## src/ust_pkg.sv

```systemverilog
package ust_pkg;

  typedef enum logic [2:0] {
    OP_INSERT = 3'd0,
    OP_DELETE = 3'd1,
    OP_EDIT   = 3'd2,
    OP_CLEAR  = 3'd3,
    OP_QUERY  = 3'd4
  } ust_op_e;

  typedef enum logic [2:0] {
    ST_OK       = 3'd0,
    ST_DUP      = 3'd1,
    ST_NOTFOUND = 3'd2,
    ST_EMPTY    = 3'd3,
    ST_FULL     = 3'd4
  } ust_status_e;

  typedef enum logic [2:0] {
    S_IDLE,
    S_RD,
    S_CMP,
    S_SHIFT_RD,
    S_SHIFT_WR,
    S_DONE
  } ust_state_e;

  typedef struct packed {
    ust_status_e status;
    logic        found;
  } ust_result_t;

endpackage

```

## src/ust_ram.sv

```systemverilog
module ust_ram #(
  parameter int WIDTH = 32,
  parameter int DEPTH = 16,
  localparam int AW = (DEPTH > 1) ? $clog2(DEPTH) : 1
) (
  input  logic             clk_i,
  input  logic             we_i,
  input  logic [AW-1:0]    waddr_i,
  input  logic [WIDTH-1:0] wdata_i,
  input  logic [AW-1:0]    raddr_i,
  output logic [WIDTH-1:0] rdata_o
);

  logic [WIDTH-1:0] mem_q [DEPTH];

  always_ff @(posedge clk_i) begin
    if (we_i) begin
      mem_q[waddr_i] <= wdata_i;
    end
    rdata_o <= mem_q[raddr_i];
  end

endmodule

```

## src/ust_seq.sv

```systemverilog
module ust_seq
  import ust_pkg::*;
#(
  parameter int CAPACITY    = 16,
  parameter int VALUE_WIDTH = 32,
  localparam int CW = $clog2(CAPACITY + 1),
  localparam int AW = (CAPACITY > 1) ? $clog2(CAPACITY) : 1
) (
  input  logic                   clk_i,
  input  logic                   rst_ni,
  input  logic                   start_i,
  input  logic [2:0]             op_i,
  input  logic [VALUE_WIDTH-1:0] value_i,
  input  logic [VALUE_WIDTH-1:0] new_value_i,
  output logic                   busy_o,
  output logic                   res_valid_o,
  input  logic                   res_ready_i,
  output ust_result_t            result_o,
  output logic [CW-1:0]          count_o
);

  ust_state_e             state_q, state_d;
  logic [2:0]             op_q, op_d;
  logic [VALUE_WIDTH-1:0] key_q, key_d;
  logic [VALUE_WIDTH-1:0] new_key_q, new_key_d;
  logic [CW-1:0]          idx_q, idx_d;
  logic [AW-1:0]          pos_q, pos_d;
  logic                   second_q, second_d;
  ust_result_t            result_q, result_d;
  logic [CW-1:0]          count_q, count_d;

  logic                   we;
  logic [AW-1:0]          waddr;
  logic [VALUE_WIDTH-1:0] wdata;
  logic [VALUE_WIDTH-1:0] rdata;
  logic [CW-1:0]          idx_prev;
  logic                   match;

  ust_ram #(
    .WIDTH(VALUE_WIDTH),
    .DEPTH(CAPACITY)
  ) u_ram (
    .clk_i  (clk_i),
    .we_i   (we),
    .waddr_i(waddr),
    .wdata_i(wdata),
    .raddr_i(idx_q[AW-1:0]),
    .rdata_o(rdata)
  );

  // single comparator, shared by the old-value and new-value scans
  assign match    = (rdata == (second_q ? new_key_q : key_q));
  assign idx_prev = idx_q - 1'b1;

  always_ff @(posedge clk_i or negedge rst_ni) begin
    if (!rst_ni) begin
      state_q <= S_IDLE;
      count_q <= '0;
    end else begin
      state_q <= state_d;
      count_q <= count_d;
    end
  end

  always_ff @(posedge clk_i) begin
    op_q      <= op_d;
    key_q     <= key_d;
    new_key_q <= new_key_d;
    idx_q     <= idx_d;
    pos_q     <= pos_d;
    second_q  <= second_d;
    result_q  <= result_d;
  end

  always_comb begin
    state_d   = state_q;
    op_d      = op_q;
    key_d     = key_q;
    new_key_d = new_key_q;
    idx_d     = idx_q;
    pos_d     = pos_q;
    second_d  = second_q;
    result_d  = result_q;
    count_d   = count_q;
    we        = 1'b0;
    waddr     = pos_q;
    wdata     = key_q;

    unique case (state_q)
      S_IDLE: begin
        if (start_i) begin
          op_d            = op_i;
          key_d           = value_i;
          new_key_d       = new_value_i;
          idx_d           = '0;
          second_d        = 1'b0;
          result_d.status = ST_OK;
          result_d.found  = 1'b0;
          priority if (op_i == OP_CLEAR) begin
            count_d = '0;
            state_d = S_DONE;
          end else if ((op_i == OP_DELETE || op_i == OP_EDIT) && count_q == '0) begin
            result_d.status = ST_EMPTY;
            state_d         = S_DONE;
          end else if (op_i == OP_INSERT || op_i == OP_DELETE || op_i == OP_EDIT ||
                       op_i == OP_QUERY) begin
            state_d = S_RD;
          end else begin
            // unused codes: answer ok and leave the set alone
            state_d = S_DONE;
          end
        end
      end

      S_RD: begin
        if (idx_q == count_q) begin
          // scan ran off the end: key absent
          state_d = S_DONE;
          if (second_q) begin
            we    = 1'b1;
            waddr = pos_q;
            wdata = new_key_q;
          end else begin
            unique case (op_q)
              OP_INSERT: begin
                if (count_q == CW'(CAPACITY)) begin
                  result_d.status = ST_FULL;
                end else begin
                  we      = 1'b1;
                  waddr   = count_q[AW-1:0];
                  wdata   = key_q;
                  count_d = count_q + 1'b1;
                end
              end
              OP_DELETE, OP_EDIT: result_d.status = ST_NOTFOUND;
              default: ;
            endcase
          end
        end else begin
          state_d = S_CMP;
        end
      end

      S_CMP: begin
        if (match) begin
          if (second_q) begin
            result_d.status = ST_DUP;
            state_d         = S_DONE;
          end else begin
            result_d.found = 1'b1;
            unique case (op_q)
              OP_INSERT: begin
                result_d.status = ST_DUP;
                state_d         = S_DONE;
              end
              OP_DELETE: begin
                pos_d   = idx_q[AW-1:0];
                idx_d   = idx_q + 1'b1;
                state_d = S_SHIFT_RD;
              end
              OP_EDIT: begin
                // now look for the new value across the whole set
                pos_d    = idx_q[AW-1:0];
                idx_d    = '0;
                second_d = 1'b1;
                state_d  = S_RD;
              end
              default: state_d = S_DONE;
            endcase
          end
        end else begin
          idx_d   = idx_q + 1'b1;
          state_d = S_RD;
        end
      end

      S_SHIFT_RD: begin
        if (idx_q == count_q) begin
          count_d = count_q - 1'b1;
          state_d = S_DONE;
        end else begin
          state_d = S_SHIFT_WR;
        end
      end

      S_SHIFT_WR: begin
        // move entry down one slot to close the gap
        we      = 1'b1;
        waddr   = idx_prev[AW-1:0];
        wdata   = rdata;
        idx_d   = idx_q + 1'b1;
        state_d = S_SHIFT_RD;
      end

      S_DONE: begin
        if (res_ready_i) begin
          state_d = S_IDLE;
        end
      end

      default: state_d = S_IDLE;
    endcase
  end

  assign busy_o      = (state_q != S_IDLE);
  assign res_valid_o = (state_q == S_DONE);
  assign result_o    = result_q;
  assign count_o     = count_q;

endmodule

```

## src/unique_set_table.sv

```systemverilog
// Duplicate-free set of up to CAPACITY values kept in insertion order.
// Input channel (in_valid_i / in_stall_o) carries one transaction: operation
// (insert, delete, edit, clear, query), value and new_value. Output channel
// (out_valid_o / out_stall_i) returns one transaction per input: status,
// found and the element count after the operation.
// A transaction moves on a rising edge with valid high and stall low.
// Entries sit in a one-read-port RAM and are scanned one at a time through
// a single comparator. Clear, unused codes and delete/edit on an empty set
// skip the scan; edit scans a second time, for the new value, once the old
// value is found; delete also moves each later entry down one slot.
// in_stall_o is high while an operation is in flight. The result lands in
// an output register; a new transaction may be accepted while it waits.
// If the receiver stalls, the result holds and a finished operation waits
// for the register to free up.
// Reset empties the set (count 0) and needs no clearing pass; entry
// contents are not reset.
module unique_set_table
  import ust_pkg::*;
#(
  parameter int CAPACITY    = 16,
  parameter int VALUE_WIDTH = 32,
  localparam int CW = $clog2(CAPACITY + 1)
) (
  input  logic                   clk_i,
  input  logic                   rst_ni,
  input  logic                   in_valid_i,
  output logic                   in_stall_o,
  input  logic [2:0]             operation_i,
  input  logic [VALUE_WIDTH-1:0] value_i,
  input  logic [VALUE_WIDTH-1:0] new_value_i,
  output logic                   out_valid_o,
  input  logic                   out_stall_i,
  output logic [2:0]             status_o,
  output logic                   found_o,
  output logic [CW-1:0]          count_o
);

  logic          busy;
  logic          res_valid;
  logic          load;
  ust_result_t   result;
  logic [CW-1:0] count;

  logic          out_valid_q;
  ust_result_t   out_result_q;
  logic [CW-1:0] out_count_q;

  ust_seq #(
    .CAPACITY   (CAPACITY),
    .VALUE_WIDTH(VALUE_WIDTH)
  ) u_seq (
    .clk_i      (clk_i),
    .rst_ni     (rst_ni),
    .start_i    (in_valid_i && !busy),
    .op_i       (operation_i),
    .value_i    (value_i),
    .new_value_i(new_value_i),
    .busy_o     (busy),
    .res_valid_o(res_valid),
    .res_ready_i(load),
    .result_o   (result),
    .count_o    (count)
  );

  assign load = res_valid && (!out_valid_q || !out_stall_i);

  always_ff @(posedge clk_i or negedge rst_ni) begin
    if (!rst_ni) begin
      out_valid_q <= 1'b0;
    end else if (load) begin
      out_valid_q <= 1'b1;
    end else if (!out_stall_i) begin
      out_valid_q <= 1'b0;
    end
  end

  always_ff @(posedge clk_i) begin
    if (load) begin
      out_result_q <= result;
      out_count_q  <= count;
    end
  end

  assign in_stall_o  = busy;
  assign out_valid_o = out_valid_q;
  assign status_o    = out_result_q.status;
  assign found_o     = out_result_q.found;
  assign count_o     = out_count_q;

endmodule

```

## config.mk

```make
export PLATFORM = sky130hd
export DESIGN_NAME = unique_set_table
export DESIGN_NICKNAME = d
export VERILOG_FILES = /design/src/ust_pkg.sv /design/src/ust_ram.sv /design/src/ust_seq.sv /design/src/unique_set_table.sv
export SDC_FILE = /design/constraint.sdc
export NUM_CORES = 1
export LEC_CHECK = 0
export BUFFER_PORTS_ARGS = -buffer_cell sky130_fd_sc_hd__buf_2
export CAP_MARGIN = 20
export CORE_ASPECT_RATIO = 1.4
export CORE_MARGIN = 4
export CORE_UTILIZATION = 25
export CTS_CLUSTER_DIAMETER = 80
export DETAILED_ROUTE_END_ITERATION = 7
export PLACE_DENSITY = 0.45
export SLEW_MARGIN = 10
export SYNTH_ARGS = -nofsm -noshare
export SYNTH_HDL_FRONTEND = slang
export SYNTH_SLANG_ARGS = --single-unit
```

## constraint.sdc

```tcl
create_clock -name clk_i -period 6.7 [get_ports clk_i]
set_input_delay 0.67 -clock clk_i [delete_from_list [all_inputs] [get_ports clk_i]]
set_output_delay 0.67 -clock clk_i [all_outputs]
set_load 0.05 [all_outputs]
```

Word level (Yosys, flattened, before mapping)
Memory sizes are Yosys's and may differ from the RTL's. A register that Yosys moved wholly into a read port is not among the register bits.
Index checks and enable logic that the tools add are counted.
Storage, ports and cells
  register bits: 99
  bits in writable memories: 512
  input bits: 71
  output and inout bits: 11
  logic and storage cells: 138
  memories: 1
Operators by class
  add/sub/neg operators: 4
  eq/ne operators: 30
  multiplexer cells: 59
  bitwise logic cells: 1
  reductions and logical operators: 29
Memories
  u_seq.u_ram.mem_q: words 16, width 32, read ports 1, clocked after memory_dff 1, write ports 1, line ust_ram.sv:14  | logic [WIDTH-1:0] mem_q [DEPTH];
Operator list (count)
  two-way mux 32 bit: 2
  one-hot mux 32 bit (2 select lines): 1
  two-way mux 5 bit: 10
  two-way mux 3 bit: 14
  equality test 32 bit: 1
  one-hot mux 5 bit (3 select lines): 2
  two-way mux 4 bit: 6
  one-hot mux 3 bit (6 select lines): 1
  AND reduction 8 bit: 2
  equality test 3 x 2 -> 1 bit, second input constant: 5
  two-way mux 1 bit: 14
  != test 2 x 1 -> 1 bit, second input constant: 7
  one-hot mux 3 bit (2 select lines): 2
  AND reduction 4 bit: 3
  nonzero test 3 bit: 4
  adder 5 x 1 -> 5 bit, second input constant: 2
  one-hot mux 5 bit (2 select lines): 1
  equality test 3 x 1 -> 1 bit, second input constant: 3
  equality test 3 bit, second input constant: 3
  zero test 3 bit: 3
  one-hot mux 3 bit (3 select lines): 1
  != test 2 bit, second input constant: 4
  one-hot mux 4 bit (2 select lines): 1
  != test 3 x 2 -> 1 bit, second input constant: 2
  17 further kinds: 29

Logic depth before layout (Yosys ltp)
  word-level depth: 9
  mapped depth: 11
  gate-level depth less buffers: 9

Cells and area by module
Synthesis repeated with hierarchy kept, for this count alone.
Second synthesis, totals
  cells, all modules: 1236
  area, all modules: 24942.7 um^2
Modules (own cells, without submodules)
  ust_ram: times used 1, cells an instance 838, area each 19835.3 um^2, sequential area each 16015.4 um^2
  ust_seq: times used 1, cells an instance 385, area each 4787.1 um^2, sequential area each 2632.5 um^2
  unique_set_table: times used 1, cells an instance 13, area each 320.3 um^2, sequential area each 295.3 um^2

Worst setup path before layout
Ideal clock, no wire load.
  path type: reg2reg
  start: reg u_seq.state_q[0]
  end: reg u_seq.second_q, enable pin
  library setup time: 304 ps
  arrival: 4614 ps
  required time: 6396 ps
  slack: 1782 ps
  cell stages (with the launch flop): 5
  path buffers: 1
  clock period less this slack: 4918 ps
  cell sequence: dfrtp_1 clkbuf_1 or3_1 nor2_1 or2_2
On the way
  longest elaborated chain between the ends: 5
  elaborated cells between the ends (all ways): 9
  those cells by class: 3 x eq/ne; 6 x reduce/logical
Ends and longest elaborated chain
  start, declared: line ust_seq.sv:22  | ust_state_e state_q, state_d;
  start signal, assigned: line ust_seq.sv:60  | state_q <= state_d;
  nonzero test 3 bit: line ust_seq.sv:205  | assign busy_o = (state_q != S_IDLE);
  named net in_stall_o: line unique_set_table.sv:27  | output logic in_stall_o,
  zero test 1 bit: line unique_set_table.sv:54  | .start_i (in_valid_i && !busy),
  logical AND 1 bit: line unique_set_table.sv:54
  != test 2 x 1 -> 1 bit (no line)
  AND reduction 3 bit (no line)
  end signal, assigned: line ust_seq.sv:71  | second_q <= second_d;
  end, declared: line ust_seq.sv:28  | logic second_q, second_d;
The timed path passes the listed nets, and every way through them passes these cells.
A chain may end at the register's enable or synchronous reset.

Final worst setup path
  start: reg u_seq.state_q[0]
  end: mem u_seq.u_ram.mem_q[2][1], enable pin
On the way
  longest elaborated chain between the ends: 4
  elaborated cells between the ends (all ways): 6
  those cells by class: 2 x eq/ne; 4 x mux
Ends and longest elaborated chain
  equality test 3 bit / equality test 3 x 1 -> 1 bit (equally long branches): line ust_seq.sv:89  | unique case (state_q)
  one-hot mux 1 bit (2 select lines): line ust_seq.sv:89
  two-way mux 1 bit: line ust_ram.sv:17  | if (we_i) begin
  two-way mux 1 bit (implied by the code): line ust_ram.sv:18  | mem_q[waddr_i] <= wdata_i;
  end, declared: line ust_ram.sv:14
Parallel ways exist; a longest one is shown, timed or not.

==> results by group <==
Timing
  – Worst Tran Pin Value: 1080 ps
  – Crit path time final: 4400 ps
  – Endpoints failing setup: 0
  – TNS Setup: 0 ps
  – Crit share post-route: 0.657
  – Hold Fails Final Rpt: 0
  – Hold Slack: 243 ps
  – Max_slew headroom: 0.276
  – RSZ-0062 raised after global routing: no
  – Worst Skew: 39.0 ps
  – FMAX: 227 MHz
  – Slew Limit Fails: 0

Floorplanning
  – Rows: 138
  – Io pins: 82
  – Die area: 107000 um2
  – Die extent in y: 386 um
  – Die Width: 278 um
  – Core area: 101000 um2
  – Initial core utilization: 0.252

Critical path
  – Crit-path cells: or3b_4 > and3b_2 > nand2_1 > o22ai_1 > nand2_1 > nor2_4 > buf_4
  – R2R Path End: u_seq.u_ram.mem_q[2][1]$_DFFE_PP_
  – CP Launch Type: register
  – R2r worst-path depth: 7
  – Critical Path Start: u_seq.state_q[0]$_DFFE_PN0P_
  – Worst Path Required: 6970 ps
  – FF-to-FF setup slack: 2300 ps
  – Worst path slowest cell: nor2_4
  – Crit-path max cell delay: 890 ps
  – Setup crit end kind: register
  – Worst path bufs/invs: 1
  – Instance count on the critical path: 7
  – Largest delay share family, worst path: simple AND/OR/NAND/NOR gates
  – CP arrival: 4670 ps
  – Cell mode on critical path: nand2_1
  – Crit path to: u_seq.u_ram.mem_q[2][1]$_DFFE_PP_
  – Crit Path Max Fanout: 18
  – Kind of critical path: reg2reg
  – RR Startpoint: u_seq.state_q[0]$_DFFE_PN0P_

Global routing
  – GRT Util Overall: 0.132
  – Initial antenna violation count: 0
  – Pin count of the biggest net entering global routing: 68
  – Met1 usage: 0.172
  – Vias in the first global route: 14500
  – Gr ovfl total: 0
  – Busiest grt layer: met2
  – Grt met3 use: 0.0204
  – Global-route wire length before repair: 104 mm
  – Met2 Track Usage GR: 0.228

Cells and area
  – Share of cells above drive strength 1: 0.194
  – P&R area growth vs syn: 17.7%
  – Nets@finish: 1649
  – End-of-flow core utilization: 0.296
  – ANT cells: 0

Clock tree
  – H-tree depth: 3
  – TritonCTS Sinks: 643
  – Total CTS buffers: 70
  – CTS root buf: clkbuf_16
  – CTS Buffer Depth: 3
  – Clk_lat worst skew: 610 ps
  – Clock slew at reported path FFs: 60 ps
  – CTS tree: yes
  – Total setup buffers inserted after CTS: 0

Drt
  – DR vias: 13800
  – Via density: 4.67
  – First-pass DRT Iterations: 6
  – Residual DRC: 0
  – Routed Antenna Nets: 0
  – Drt wl/cell: 24.4 um
  – Total Routed Length: 72.0 mm
  – Initial drt markers: 1145

Logic synthesis
  – Asr flop ratio synth: 0.0140
  – Unique masters post-synth: 59
  – Top cell type's share of synthesized area: 0.710
  – Syn_area_per_cell: 17.4 um2
  – Dominant cell type by area after synthesis: edfxtp_1
  – Number of enable flip-flop cells after synthesis: 602
  – Seq/Total Area, Yosys: 0.744
  – Top cells by area, synth: edfxtp_1, mux2i_1, mux4_2
  – Ys flop type: edfxtp_1
  – Syn. warnings: 0
  – Yosys reg bits: 643
  – Mapped Area: 25500 um2
  – Syn Inst Count: 1460
  – Syn_nets: 1537

Outcome
  – Status: finished clean

Run
  – # Max-Cap Violations: 0

Power and ir drop
  – Max VDD drop: 226 uV
  – Leakage: 0.00982 uW
  – PD cells: 434 nW/um2

Place
  – Routability Congestion: 0.804
  – Final HPWL from detailed placement: 42.8 mm
  – IO Port Bufs: 81

Min path
  – Hold WC Path Type: in2reg
## sequential cells by signal (all words and copies together), names as in the netlist
| name | count |
|---|---|
| u_seq.second_q | 1 |
| u_seq.result_o | 4 |
| u_seq.idx_q | 5 |
| u_seq.u_ram.mem_q | 512 |
| u_seq.key_q | 32 |
| u_seq.u_ram.rdata_o | 32 |
| u_seq.count_o | 5 |
| u_seq.pos_q | 4 |
| out_valid_o | 1 |
| count_o | 5 |
| u_seq.state_q | 3 |
| found_o | 1 |
| u_seq.new_key_q | 32 |
| u_seq.op_q | 3 |
| status_o | 3 |
## worst register-to-register path, cell delays in order, from the launching register on
cell and delay, ps:
dfrtp_1 630, or3b_4 490, and3b_2 310, nand2_1 520, o22ai_1 450, nand2_1 330
nor2_4 890, buf_4 440
## cell families after synthesis
logic type,after synthesis,synth area share
buf+inv,110,0.0173
flops,643,0.744
fa+ha+maj,7,0.00363
mux,226,0.121
compound gates,218,0.0621
simple gates,209,0.0359
xor+xnor,47,0.0162
## where the power goes
part	total, uW	internal (uW)	switching, uW	leakage, uW
registers	5470	5170	305	0.00583
logic	3700	1300	2400	0.00290
clock network	3840	2270	1570	0.00110
## Yosys cell counts, types with 4 or more instances
cell type	count
a21o_1	4
a21oi_1	41
a221o_1	10
a221oi_1	34
a222oi_1	24
a22oi_1	31
a31oi_1	5
a41oi_1	5
buf_1	5
buf_2	22
clkbuf_1	51
dfrtp_1	9
dfxtp_1	32
edfxtp_1	602
ha_1	5
inv_1	32
mux2i_1	158
mux4_2	66
nand2_1	87
nand3_1	4
nor2_1	76
nor2b_1	6
nor3_1	4
nor4_1	12
o21ai_0	41
xnor2_1	45
## worst min-delay path by stage
stage                                            from                            end  slack [ps]  cells after the start
after global placement    u_seq.result_o[3]$_DFFE_PP_          status_o[2]$_DFFE_PP_         420                      0
after floorplan                                rst_ni        out_valid_o$_DFFE_PN0P_         370                      0
after CTS                                 value_i[17]      u_seq.key_q[17]$_DFFE_PP_         190                      1
final                                 new_value_i[18]  u_seq.new_key_q[18]$_DFFE_PP_         240                      1
after detailed placement  u_seq.result_o[0]$_DFFE_PP_              found_o$_DFFE_PP_         420                      0
after global routing                  new_value_i[21]  u_seq.new_key_q[21]$_DFFE_PP_         210                      1
## placed cells by master, fill, tap and decap left out, drive strengths merged, types with 32 or more instances in the layout
cell type	netlist	final
buf	27	117
mux4	66	66
mux2i	158	158
clkbuf	51	95
xnor2	45	45
o21ai	42	42
nor2	76	76
a21oi	41	41
dfxtp	32	32
inv	32	34
nand2	87	87
edfxtp	602	602
a221oi	34	34
## per-stage QoR
| step | total power [uW] | instances | cell area (um2) | worst slack [ps] |
|---|---|---|---|---|
| 2_1_floorplan | 7950 | 1460 | 25500 | 1780 |
| 3_3_place_gp | 9290 | 2827 | 27600 | 2430 |
| 3_5_place_dp | 9310 | 2828 | 27700 | 2280 |
| 4_1_cts | 13200 | 2955 | 29900 | 2260 |
| 5_1_grt | 13700 | 2956 | 30000 | 2060 |
| 6_report | 13000 | 2956 | 30000 | 2300 |
## routing by layer
layer / wire, um / part of all wire
met5: 0 / 0
met2: 35900 / 0.50
met4: 1690 / 0.023
met3: 2910 / 0.040
met1: 31500 / 0.44
## layout make-up
type	count	area [um2]
fillers	10100	71200
multi-input cells	707	6260
repair buffers	118	709
clock inverters	31	340
inverters	32	120
flip-flops and latches	643	18900
clock buffers	95	1940
well taps	1330	1660
## timing repair
action / 4_1_cts / 5_1_grt
gates resized for setup: 0 / 0
hold buffers: 1 / 0
hold endpoints to repair: 9 / 0
Power figures use the tool's default switching activity.
